==> src/rtl/core/urxf_pkg.sv <==
// Package for the UART receive FIFO with RTS flow control.
// Holds function codes, register indexes, reset values and the controller types.
// No dependencies.
`timescale 1ns / 1ps

package urxf_pkg;

   // Function codes carried by an input word.
   localparam logic [1:0] FUNC_RECEIVE = 2'd0;
   localparam logic [1:0] FUNC_POP     = 2'd1;
   localparam logic [1:0] FUNC_ENABLE  = 2'd2;
   localparam logic [1:0] FUNC_DISABLE = 2'd3;

   // Configuration register indexes.
   localparam int          CSR_INDEX_W          = 3;
   localparam int          CSR_DATA_W           = 8;
   localparam logic [2:0]  CSR_RTS_USED         = 3'd0;
   localparam logic [2:0]  CSR_PARITY_ENABLED   = 3'd1;
   localparam logic [2:0]  CSR_RTS_OFF_THRESH   = 3'd2;
   localparam logic [2:0]  CSR_RTS_ON_THRESH    = 3'd3;
   localparam logic [2:0]  CSR_ERROR_MARKER     = 3'd4;

   // Field widths fixed by the register map.
   localparam int          THRESH_W  = 6;
   localparam int          BYTE_W    = 8;
   localparam int          ERR_W     = 4;

   // Configuration reset values.
   localparam logic               RST_RTS_USED       = 1'b1;
   localparam logic               RST_PARITY_ENABLED = 1'b0;
   localparam logic [THRESH_W-1:0] RST_RTS_OFF_THRESH = 6'd8;
   localparam logic [THRESH_W-1:0] RST_RTS_ON_THRESH  = 6'd24;
   localparam logic [BYTE_W-1:0]   RST_ERROR_MARKER   = 8'hFF;

   // Controller states.
   typedef enum logic {
      ST_IDLE,
      ST_READ
   } ctrl_state_type;

   // Commands from the controller to the datapath.
   typedef struct packed {
      logic accept;     // A word is taken this cycle.
      logic load_data;  // Capture the byte read from the store.
   } ctrl_cmd_type;

   // Status from the datapath to the controller.
   typedef struct packed {
      logic pop_hit;    // The offered word is a pop that returns a byte.
   } ctrl_status_type;

endpackage

==> src/rtl/core/uart_rx_fifo_rts_flow_control.sv <==
// Channel  | Direction | Handshake             | Contents
// req      | in        | req_valid / req_ready | function code and receive event fields
// rsp      | out       | rsp_valid / rsp_ready | pop byte, status, count, RTS, errors
// csr      | in        | csr_we                | register index and write data
//
// Receive, enable and disable words, and pops that return no byte, register their
// result at the accepting edge. A pop that returns a byte is read through the
// registered read port of the byte store into the result register in ST_READ,
// which holds the input off. Synchronous reset loads the register defaults and
// empties the FIFO at once; there is no clearing pass. A stalled result holds in
// the output register; a word is taken once it empties or drains.
// Top level of the UART receive FIFO with RTS flow control.
// Depends on urxf_pkg, urxf_ctrl and urxf_dp.
`timescale 1ns / 1ps

module uart_rx_fifo_rts_flow_control import urxf_pkg::*; #(
   parameter int FIFO_DEPTH = 32,
   localparam int CNT_W = $clog2(FIFO_DEPTH + 1)
) (
   input  logic                   clock,
   input  logic                   reset,
   input  logic                   csr_we,
   input  logic [CSR_INDEX_W-1:0] csr_index,
   input  logic [CSR_DATA_W-1:0]  csr_wdata,
   input  logic                   req_valid,
   output logic                   req_ready,
   input  logic [1:0]             req_func,
   input  logic                   req_rx_byte_ready,
   input  logic [BYTE_W-1:0]      req_rx_byte,
   input  logic                   req_parity_fault,
   input  logic                   req_frame_fault,
   input  logic                   req_noise_fault,
   input  logic                   req_overrun_fault,
   output logic                   rsp_valid,
   input  logic                   rsp_ready,
   output logic [BYTE_W-1:0]      rsp_read_data,
   output logic                   rsp_read_valid,
   output logic                   rsp_read_error,
   output logic                   rsp_fifo_empty,
   output logic [CNT_W-1:0]       rsp_fifo_count,
   output logic                   rsp_rts_level,
   output logic [ERR_W-1:0]       rsp_error_bits
);

   ctrl_cmd_type    cmd;
   ctrl_status_type status;

   // Handshake and sequencing.
   urxf_ctrl u_ctrl (
      .clock     (clock),
      .reset     (reset),
      .req_valid (req_valid),
      .req_ready (req_ready),
      .rsp_valid (rsp_valid),
      .rsp_ready (rsp_ready),
      .status    (status),
      .cmd       (cmd)
   );

   // FIFO state, configuration and result register.
   urxf_dp #(
      .FIFO_DEPTH (FIFO_DEPTH)
   ) u_dp (
      .clock             (clock),
      .reset             (reset),
      .cmd               (cmd),
      .status            (status),
      .csr_we            (csr_we),
      .csr_index         (csr_index),
      .csr_wdata         (csr_wdata),
      .req_func          (req_func),
      .req_rx_byte_ready (req_rx_byte_ready),
      .req_rx_byte       (req_rx_byte),
      .req_parity_fault  (req_parity_fault),
      .req_frame_fault   (req_frame_fault),
      .req_noise_fault   (req_noise_fault),
      .req_overrun_fault (req_overrun_fault),
      .rsp_read_data     (rsp_read_data),
      .rsp_read_valid    (rsp_read_valid),
      .rsp_read_error    (rsp_read_error),
      .rsp_fifo_empty    (rsp_fifo_empty),
      .rsp_fifo_count    (rsp_fifo_count),
      .rsp_rts_level     (rsp_rts_level),
      .rsp_error_bits    (rsp_error_bits)
   );

endmodule

==> src/rtl/core/urxf_ram.sv <==
// Generic single-write, single-read RAM with a registered read port.
// No dependencies.
`timescale 1ns / 1ps

module urxf_ram #(
   parameter int WIDTH = 8,
   parameter int DEPTH = 32,
   localparam int ADDR_W = (DEPTH > 1) ? $clog2(DEPTH) : 1
) (
   input  logic              clock,
   input  logic              wr_en,
   input  logic [ADDR_W-1:0] wr_addr,
   input  logic [WIDTH-1:0]  wr_data,
   input  logic              rd_en,
   input  logic [ADDR_W-1:0] rd_addr,
   output logic [WIDTH-1:0]  rd_data
);

   logic [WIDTH-1:0] mem [DEPTH];
   logic [WIDTH-1:0] rd_data_ff;

   // Write port.
   always_ff @(posedge clock) begin
      if (wr_en) begin
         mem[wr_addr] <= wr_data;
      end
   end

   // Registered read port.
   always_ff @(posedge clock) begin
      if (rd_en) begin
         rd_data_ff <= mem[rd_addr];
      end
   end

   assign rd_data = rd_data_ff;

endmodule

==> src/rtl/core/urxf_ctrl.sv <==
// Controller for the UART receive FIFO: handshakes and the pop read sequence.
// Depends on urxf_pkg.
`timescale 1ns / 1ps

module urxf_ctrl import urxf_pkg::*; (
   input  logic            clock,
   input  logic            reset,
   input  logic            req_valid,
   output logic            req_ready,
   output logic            rsp_valid,
   input  logic            rsp_ready,
   input  ctrl_status_type status,
   output ctrl_cmd_type    cmd
);

   ctrl_state_type state_ff, state_in;
   logic           rsp_valid_ff, rsp_valid_in;
   logic           accept;
   logic           load_result;

   // State and result-valid registers.
   always_ff @(posedge clock) begin
      if (reset) begin
         state_ff     <= ST_IDLE;
         rsp_valid_ff <= 1'b0;
      end else begin
         state_ff     <= state_in;
         rsp_valid_ff <= rsp_valid_in;
      end
   end

   // Next state and commands. A word is taken in ST_IDLE when the result register is
   // empty or is being drained in the same cycle.
   always_comb begin
      state_in      = state_ff;
      req_ready     = 1'b0;
      accept        = 1'b0;
      cmd.accept    = 1'b0;
      cmd.load_data = 1'b0;
      load_result   = 1'b0;
      unique case (state_ff)
         ST_IDLE: begin
            req_ready  = !rsp_valid_ff || rsp_ready;
            accept     = req_valid && req_ready;
            cmd.accept = accept;
            if (accept) begin
               if (status.pop_hit) begin
                  state_in = ST_READ;
               end else begin
                  load_result = 1'b1;
               end
            end
         end
         ST_READ: begin
            // The store data arrives this cycle; the result slot is free.
            cmd.load_data = 1'b1;
            load_result   = 1'b1;
            state_in      = ST_IDLE;
         end
         default: begin
            state_in = ST_IDLE;
         end
      endcase

      if (load_result) begin
         rsp_valid_in = 1'b1;
      end else if (rsp_ready) begin
         rsp_valid_in = 1'b0;
      end else begin
         rsp_valid_in = rsp_valid_ff;
      end
   end

   assign rsp_valid = rsp_valid_ff;

endmodule

==> src/rtl/core/urxf_dp.sv <==
// Datapath for the UART receive FIFO: byte store, pointers, count, RTS,
// sticky errors, configuration registers and the result register.
// Depends on urxf_pkg and urxf_ram.
`timescale 1ns / 1ps

module urxf_dp import urxf_pkg::*; #(
   parameter int FIFO_DEPTH = 32,
   localparam int CNT_W = $clog2(FIFO_DEPTH + 1)
) (
   input  logic                   clock,
   input  logic                   reset,
   input  ctrl_cmd_type           cmd,
   output ctrl_status_type        status,
   input  logic                   csr_we,
   input  logic [CSR_INDEX_W-1:0] csr_index,
   input  logic [CSR_DATA_W-1:0]  csr_wdata,
   input  logic [1:0]             req_func,
   input  logic                   req_rx_byte_ready,
   input  logic [BYTE_W-1:0]      req_rx_byte,
   input  logic                   req_parity_fault,
   input  logic                   req_frame_fault,
   input  logic                   req_noise_fault,
   input  logic                   req_overrun_fault,
   output logic [BYTE_W-1:0]      rsp_read_data,
   output logic                   rsp_read_valid,
   output logic                   rsp_read_error,
   output logic                   rsp_fifo_empty,
   output logic [CNT_W-1:0]       rsp_fifo_count,
   output logic                   rsp_rts_level,
   output logic [ERR_W-1:0]       rsp_error_bits
);

   localparam int PTR_W = (FIFO_DEPTH > 1) ? $clog2(FIFO_DEPTH) : 1;
   localparam int CMP_W = (CNT_W > THRESH_W) ? CNT_W : THRESH_W;
   localparam logic [PTR_W-1:0] PTR_LAST = PTR_W'(FIFO_DEPTH - 1);
   localparam logic [CNT_W-1:0] CNT_FULL = CNT_W'(FIFO_DEPTH);

   // Configuration registers.
   logic                rts_used_ff, rts_used_in;
   logic                parity_en_ff, parity_en_in;
   logic [THRESH_W-1:0] off_thr_ff, off_thr_in;
   logic [THRESH_W-1:0] on_thr_ff, on_thr_in;
   logic [BYTE_W-1:0]   marker_ff, marker_in;

   // FIFO and flow-control state.
   logic [PTR_W-1:0]    wr_ptr_ff, wr_ptr_in;
   logic [PTR_W-1:0]    rd_ptr_ff, rd_ptr_in;
   logic [CNT_W-1:0]    cnt_ff, cnt_in;
   logic                rts_ff, rts_in;
   logic [ERR_W-1:0]    err_ff, err_in;
   logic                rx_en_ff, rx_en_in;

   // Result register.
   logic [BYTE_W-1:0]   res_data_ff;
   logic                res_valid_ff, res_error_ff, res_empty_ff;
   logic [CNT_W-1:0]    res_count_ff;
   logic                res_rts_ff;
   logic [ERR_W-1:0]    res_err_ff;

   // Combinational helpers.
   logic [ERR_W-1:0]    event_err;
   logic                full;
   logic                push_en;
   logic [BYTE_W-1:0]   push_val;
   logic [CNT_W-1:0]    cnt_plus, cnt_minus, cnt_data;
   logic [PTR_W-1:0]    wr_ptr_next, rd_ptr_next;
   logic                res_valid, res_error, res_empty;
   logic [BYTE_W-1:0]   ram_rd_data;

   assign event_err   = {req_overrun_fault, req_noise_fault, req_frame_fault,
                         req_parity_fault & parity_en_ff};
   assign full        = (cnt_ff == CNT_FULL);
   assign cnt_plus    = cnt_ff + CNT_W'(1);
   assign cnt_minus   = cnt_ff - CNT_W'(1);
   assign wr_ptr_next = (wr_ptr_ff == PTR_LAST) ? '0 : wr_ptr_ff + PTR_W'(1);
   assign rd_ptr_next = (rd_ptr_ff == PTR_LAST) ? '0 : rd_ptr_ff + PTR_W'(1);

   // A pop returns a byte when no error is pending and the FIFO holds one.
   assign status.pop_hit = (req_func == FUNC_POP) && (err_ff == '0) && (cnt_ff != '0);

   // Next state for the accepted word and for configuration writes.
   always_comb begin
      rts_used_in  = rts_used_ff;
      parity_en_in = parity_en_ff;
      off_thr_in   = off_thr_ff;
      on_thr_in    = on_thr_ff;
      marker_in    = marker_ff;
      wr_ptr_in    = wr_ptr_ff;
      rd_ptr_in    = rd_ptr_ff;
      cnt_in       = cnt_ff;
      rts_in       = rts_ff;
      err_in       = err_ff;
      rx_en_in     = rx_en_ff;
      push_en      = 1'b0;
      push_val     = req_rx_byte;
      cnt_data     = cnt_ff;
      res_valid    = 1'b0;
      res_error    = 1'b0;
      res_empty    = 1'b0;

      if (cmd.accept) begin
         unique case (req_func)
            FUNC_RECEIVE: begin
               if (rx_en_ff) begin
                  err_in = err_ff | event_err;
                  // A clean byte is stored if ready and not full; any error stores the marker instead if not full.
                  if (event_err == '0) begin
                     push_en  = req_rx_byte_ready && !full;
                     push_val = req_rx_byte;
                     cnt_data = push_en ? cnt_plus : cnt_ff;
                  end else begin
                     push_en  = !full;
                     push_val = marker_ff;
                  end
                  // RTS sees the count after the data byte, before any marker.
                  if (req_rx_byte_ready && rts_used_ff && !rts_ff &&
                      (CMP_W'(cnt_data) > CMP_W'(on_thr_ff))) begin
                     rts_in = 1'b1;
                  end
                  if (push_en) begin
                     wr_ptr_in = wr_ptr_next;
                     cnt_in    = cnt_plus;
                  end
               end
            end
            FUNC_POP: begin
               if (err_ff != '0) begin
                  wr_ptr_in = '0;
                  rd_ptr_in = '0;
                  cnt_in    = '0;
                  err_in    = '0;
                  res_error = 1'b1;
               end else if (cnt_ff != '0) begin
                  rd_ptr_in = rd_ptr_next;
                  cnt_in    = cnt_minus;
                  res_valid = 1'b1;
                  if (rts_ff && (CMP_W'(cnt_minus) < CMP_W'(off_thr_ff))) begin
                     rts_in = 1'b0;
                  end
               end else begin
                  res_empty = 1'b1;
               end
            end
            FUNC_ENABLE: begin
               if (rts_used_ff) begin
                  rts_in = 1'b0;
               end
               wr_ptr_in = '0;
               rd_ptr_in = '0;
               cnt_in    = '0;
               err_in    = '0;
               rx_en_in  = 1'b1;
            end
            FUNC_DISABLE: begin
               if (rts_used_ff) begin
                  rts_in = 1'b1;
               end
               rx_en_in = 1'b0;
            end
            default: begin
               rx_en_in = rx_en_ff;
            end
         endcase
      end

      // Configuration writes; writing rts_used reloads the RTS state.
      if (csr_we) begin
         unique case (csr_index)
            CSR_RTS_USED: begin
               rts_used_in = csr_wdata[0];
               rts_in      = csr_wdata[0];
            end
            CSR_PARITY_ENABLED: parity_en_in = csr_wdata[0];
            CSR_RTS_OFF_THRESH: off_thr_in   = csr_wdata[THRESH_W-1:0];
            CSR_RTS_ON_THRESH:  on_thr_in    = csr_wdata[THRESH_W-1:0];
            CSR_ERROR_MARKER:   marker_in    = csr_wdata[BYTE_W-1:0];
            default:            marker_in    = marker_ff;
         endcase
      end
   end

   // Control and configuration registers.
   always_ff @(posedge clock) begin
      if (reset) begin
         rts_used_ff  <= RST_RTS_USED;
         parity_en_ff <= RST_PARITY_ENABLED;
         off_thr_ff   <= RST_RTS_OFF_THRESH;
         on_thr_ff    <= RST_RTS_ON_THRESH;
         marker_ff    <= RST_ERROR_MARKER;
         wr_ptr_ff    <= '0;
         rd_ptr_ff    <= '0;
         cnt_ff       <= '0;
         rts_ff       <= RST_RTS_USED;
         err_ff       <= '0;
         rx_en_ff     <= 1'b0;
      end else begin
         rts_used_ff  <= rts_used_in;
         parity_en_ff <= parity_en_in;
         off_thr_ff   <= off_thr_in;
         on_thr_ff    <= on_thr_in;
         marker_ff    <= marker_in;
         wr_ptr_ff    <= wr_ptr_in;
         rd_ptr_ff    <= rd_ptr_in;
         cnt_ff       <= cnt_in;
         rts_ff       <= rts_in;
         err_ff       <= err_in;
         rx_en_ff     <= rx_en_in;
      end
   end

   // Result register. A returned byte passes through the store's read register, then lands here in ST_READ.
   always_ff @(posedge clock) begin
      if (cmd.accept) begin
         res_data_ff  <= '0;
         res_valid_ff <= res_valid;
         res_error_ff <= res_error;
         res_empty_ff <= res_empty;
         res_count_ff <= cnt_in;
         res_rts_ff   <= rts_used_ff & rts_in;
         res_err_ff   <= err_in;
      end else if (cmd.load_data) begin
         res_data_ff  <= ram_rd_data;
      end
   end

   // Byte store.
   urxf_ram #(
      .WIDTH (BYTE_W),
      .DEPTH (FIFO_DEPTH)
   ) u_store (
      .clock   (clock),
      .wr_en   (cmd.accept & push_en),
      .wr_addr (wr_ptr_ff),
      .wr_data (push_val),
      .rd_en   (cmd.accept & status.pop_hit),
      .rd_addr (rd_ptr_ff),
      .rd_data (ram_rd_data)
   );

   assign rsp_read_data  = res_data_ff;
   assign rsp_read_valid = res_valid_ff;
   assign rsp_read_error = res_error_ff;
   assign rsp_fifo_empty = res_empty_ff;
   assign rsp_fifo_count = res_count_ff;
   assign rsp_rts_level  = res_rts_ff;
   assign rsp_error_bits = res_err_ff;

endmodule
==> config.mk <==
export PLATFORM = sky130hd
export DESIGN_NAME = uart_rx_fifo_rts_flow_control
export DESIGN_NICKNAME = d
export VERILOG_FILES = /design/src/rtl/core/urxf_pkg.sv /design/src/rtl/core/uart_rx_fifo_rts_flow_control.sv /design/src/rtl/core/urxf_ram.sv /design/src/rtl/core/urxf_ctrl.sv /design/src/rtl/core/urxf_dp.sv
export SDC_FILE = /design/constraint.sdc
export NUM_CORES = 1
export LEC_CHECK = 0
export BUFFER_PORTS_ARGS = -buffer_cell sky130_fd_sc_hd__buf_2
export CORE_ASPECT_RATIO = 0.75
export CORE_MARGIN = 2
export CORE_UTILIZATION = 64
export CTS_BUF_LIST = sky130_fd_sc_hd__clkbuf_2
export CTS_CLUSTER_DIAMETER = 30
export CTS_CLUSTER_SIZE = 40
export DETAILED_ROUTE_END_ITERATION = 10
export GPL_TIMING_DRIVEN = 0
export PLACE_DENSITY = 0.82
export SYNTH_ARGS = -nofsm -noshare
export SYNTH_HDL_FRONTEND = slang
export SYNTH_SLANG_ARGS = --single-unit
==> constraint.sdc <==
create_clock -name clock -period 3.8 [get_ports clock]
set_input_delay 0.19 -clock clock [delete_from_list [all_inputs] [get_ports clock]]
set_output_delay 0.19 -clock clock [all_outputs]
set_load 0.01 [all_outputs]
==> results.py <==
metrics = {
    "timing": {
        "drv_slew": 0,
        "fin_tns_setup_ps": 0,
        "timing.final.crit_share_pct": 92.5,
        "setup_viol": 0,
        "post-route-min-period_ps": 3520,
        "tightest_slew_ps": 1300,
        "fin_worst_skew_ps": 74.2,
        "hold_viol_final": 0,
        "fmax_ghz": 0.284,
        "rsz0062_at_grt": "false",
        "slew_headroom_pct": 13.3,
    },
    "worst_setup_path": {
        "r2r_start": "u_dp.cnt_ff[0]",
        "critPathKind": "reg2reg",
        "worst-r2r-setup-slack_ps": 280,
        "cp_max_fo": 8,
        "r2r_cells": 13,
        "endpoint_kind": "flip-flop",
        "cp.arrival_ps": 4080,
        "rr_endpoint": "u_dp.rsp_rts_level",
        "cp.required_ps": 4360,
        "critPathLaunchType": "flip-flop",
    },
    "synth": {
        "synth_common_cells": "edfxtp_1, mux4_2, nor2_1, dfxtp_1, nand2_1",
        "synth.top_cell.area_share_pct": 60.4,
        "synth_edf_count": 278,
        "netlist_area_sq_um": 13800,
        "post-synth-top-area-cell": "edfxtp_1",
        "ys_types": 67,
        "yosys_warnings": 0,
        "synth_nets": 905,
        "post-synth-top-count-cell": "edfxtp_1",
        "syn_area_per_cell_sq_um": 16.3,
        "yosys-top-cells-area": "edfxtp_1, mux4_2, dfxtp_1, mux2i_1, ha_1",
        "syn_inst": 849,
        "async_reset_ff_share_pct": 0,
        "synth_seq_cells": 332,
        "seq_area_frac_synth_pct": 68.2,
        "synth-main-ff-cell": "edfxtp_1",
    },
    "placement": {
        "io_buffer_count": 54,
        "dpl.hpwl_um": 20000,
        "place.gp.congestion": 0.923,
        "placed_cell_area_sq_um": 14500,
    },
    "pwr": {
        "leakage_nw": 5.05,
        "cellPowerDensity_nw_per_um2": 405,
        "vdd_drop_max_mv": 0.291,
    },
    "global_route": {
        "first_global_vias": 8014,
        "grt_pass1_wl_um": 46800,
        "antenna_found_initial": 1,
        "gr-usage-all-layers_pct": 27.4,
        "grt_max_degree": 33,
        "grt-ovfl-total": 0,
    },
    "detailed_routing": {
        "routed_wl_um": 30600,
        "viasPerCell": 6.25,
        "drt_iter0_drc": 965,
        "ant_nets": 0,
        "drt_pass1_iterations": 7,
        "drcViolationCount": 0,
        "vias": 8142,
        "wl_per_cell_um": 23.5,
    },
    "cts": {
        "cts_setup_buffers": 0,
        "clockRootBuffer": "clkbuf_2",
        "insertion_delay_ps": 850,
        "cts_buffers": 42,
        "cts_sinks": 332,
        "cts_max_level": 2,
        "clock_path_buffers": 3,
        "path_clk_slew_ps": 230,
        "cts_tree": "built",
    },
    "hold_path": {
        "whs_path_depth": 5,
        "hold-path-endpoint": "u_ctrl.state_ff",
        "hold_start": "rsp_ready",
        "hold_path_class": "in2reg",
    },
    "floorplan": {
        "die_x_um": 174,
        "start_util_pct": 65.3,
        "die_y_um": 131,
        "core_area_sq_um": 21200,
        "fp.dieArea_sq_um": 22800,
        "design.portCount": 55,
        "fp-row-count": 46,
    },
    "final_layout": {
        "fillers": 1384,
        "nets": 1041,
        "drive_gt1_share_pct": 22.6,
        "design_area_sq_um": 15300,
        "syn_to_final_growth_pct": 11.0,
    },
    "job": {
        "maxCapViolCount": 0,
    },
    "status": {
        "status": "finished, final reports clean",
    },
}
-- power by group --
| part | switching (mW) | leakage [nW] | internal, mW | total, mW |
|---|---|---|---|---|
| Sequential | 0.00870 | 2.95 | 3.96 | 3.97 |
| Combinational | 0.213 | 1.79 | 0.134 | 0.347 |
| Clock | 1.32 | 0.315 | 0.568 | 1.89 |
| Total | 1.54 | 5.05 | 4.66 | 6.21 |
-- layer usage --
layer	routed length, um	track usage, %	vias to the layer above
li1	-	-	3627
met1	13100	41.3	4041
met2	14000	41.0	410
met3	2810	6.34	64
met4	613	7.19	0
met5	0	0	-
-- per-stage QoR --
step	power, mW	cells	setup slack [ps]	hold slack [ps]	util, %
floorplan	4.24	849	761	314	-
global placement	4.35	1191	132	404	68.2
global route	6.41	1302	69.6	111	72.4
finish	6.21	1302	284	123	72.4
detailed placement	4.36	1191	93.3	408	68.2
CTS	6.23	1301	227	44.5	72.4
-- worst max-delay path: stages, from the launching register on --
cell      delay, ps
dfxtp_1         400
clkbuf_2        240
inv_1           120
ha_1            290
nor4b_4         190
a211oi_2        430
nand2_1         150
xnor2_1         240
ha_1            300
a21oi_1         130
o21ai_0         100
a221o_1         310
a21oi_1         210
a21oi_1         130
-- cell type report --
type / instances / area [sq um] / share of cell area, %
Tap cell: 288 / 360 / 2.35
Clock inverter: 26 / 267 / 1.74
Clock buffer: 46 / 230 / 1.50
Inverter: 26 / 98.8 / 0.644
Buffer: 41 / 189 / 1.23
Antenna cell: 1 / 2.50 / 0.0163
Timing Repair Buffer: 92 / 651 / 4.24
Sequential cell: 332 / 9430 / 61.5
Multi-Input combinational cell: 450 / 4110 / 26.8
-- placed cells by master, fill, tap and decap left out, types with 24 or more instances in the layout --
cell / count
a21oi_1: 24
buf_2: 63
clkbuf_2: 47
dfxtp_1: 54
dlygate4sd3_1: 38
edfxtp_1: 278
ha_1: 25
inv_1: 24
mux2i_1: 46
mux4_2: 64
nand2_1: 52
nor2_1: 64
-- state kept, by name, indices dropped and copies added, names as in the netlist --
signal,flops
u_dp.rsp_read_data,8
u_dp.cnt_ff,6
u_dp.rsp_rts_level,1
u_dp.off_thr_ff,6
u_dp.rd_ptr_ff,5
u_dp.rx_en_ff,1
u_ctrl.rsp_valid,1
u_dp.rsp_fifo_empty,1
u_dp.rsp_error_bits,4
u_dp.on_thr_ff,6
u_dp.parity_en_ff,1
u_dp.rsp_read_valid,1
u_dp.u_store.rd_data,8
u_dp.rts_ff,1
u_ctrl.state_ff,1
u_dp.rsp_read_error,1
u_dp.wr_ptr_ff,5
u_dp.rsp_fifo_count,6
u_dp.rts_used_ff,1
u_dp.marker_ff,8
u_dp.err_ff,4
u_dp.u_store.mem,256
-- worst max-delay path by stage --
stage | start | endpoint | slack, ps | depth (start not counted)
3_5_place_dp | u_dp.cnt_ff[0] | u_dp.rsp_rts_level | 90 | 13
3_3_place_gp | u_dp.cnt_ff[0] | u_dp.rsp_rts_level | 130 | 13
4_1_cts | u_dp.cnt_ff[0] | u_dp.rsp_rts_level | 230 | 13
2_1_floorplan | u_dp.cnt_ff[0] | u_dp.rsp_rts_level | 760 | 13
6_report | u_dp.cnt_ff[0] | u_dp.rsp_rts_level | 280 | 13
5_1_grt | u_dp.cnt_ff[0] | u_dp.rsp_rts_level | 70 | 13
-- kinds of logic after synthesis --
logic type / Yosys count / share of synthesized area [%]
flops: 332 / 68.2
buf+inv: 67 / 2.07
fa+ha+maj: 25 / 2.26
simple gates: 199 / 7.19
xor+xnor: 10 / 0.634
compound gates: 98 / 5.21
mux: 118 / 14.4
-- what timing repair did --
action	in CTS	in global routing
hold endpoints to repair	45	0
setup endpoints to repair	1	14
resized for setup	1	2
hold buffers	38	0
Power figures use the tool's default switching activity.
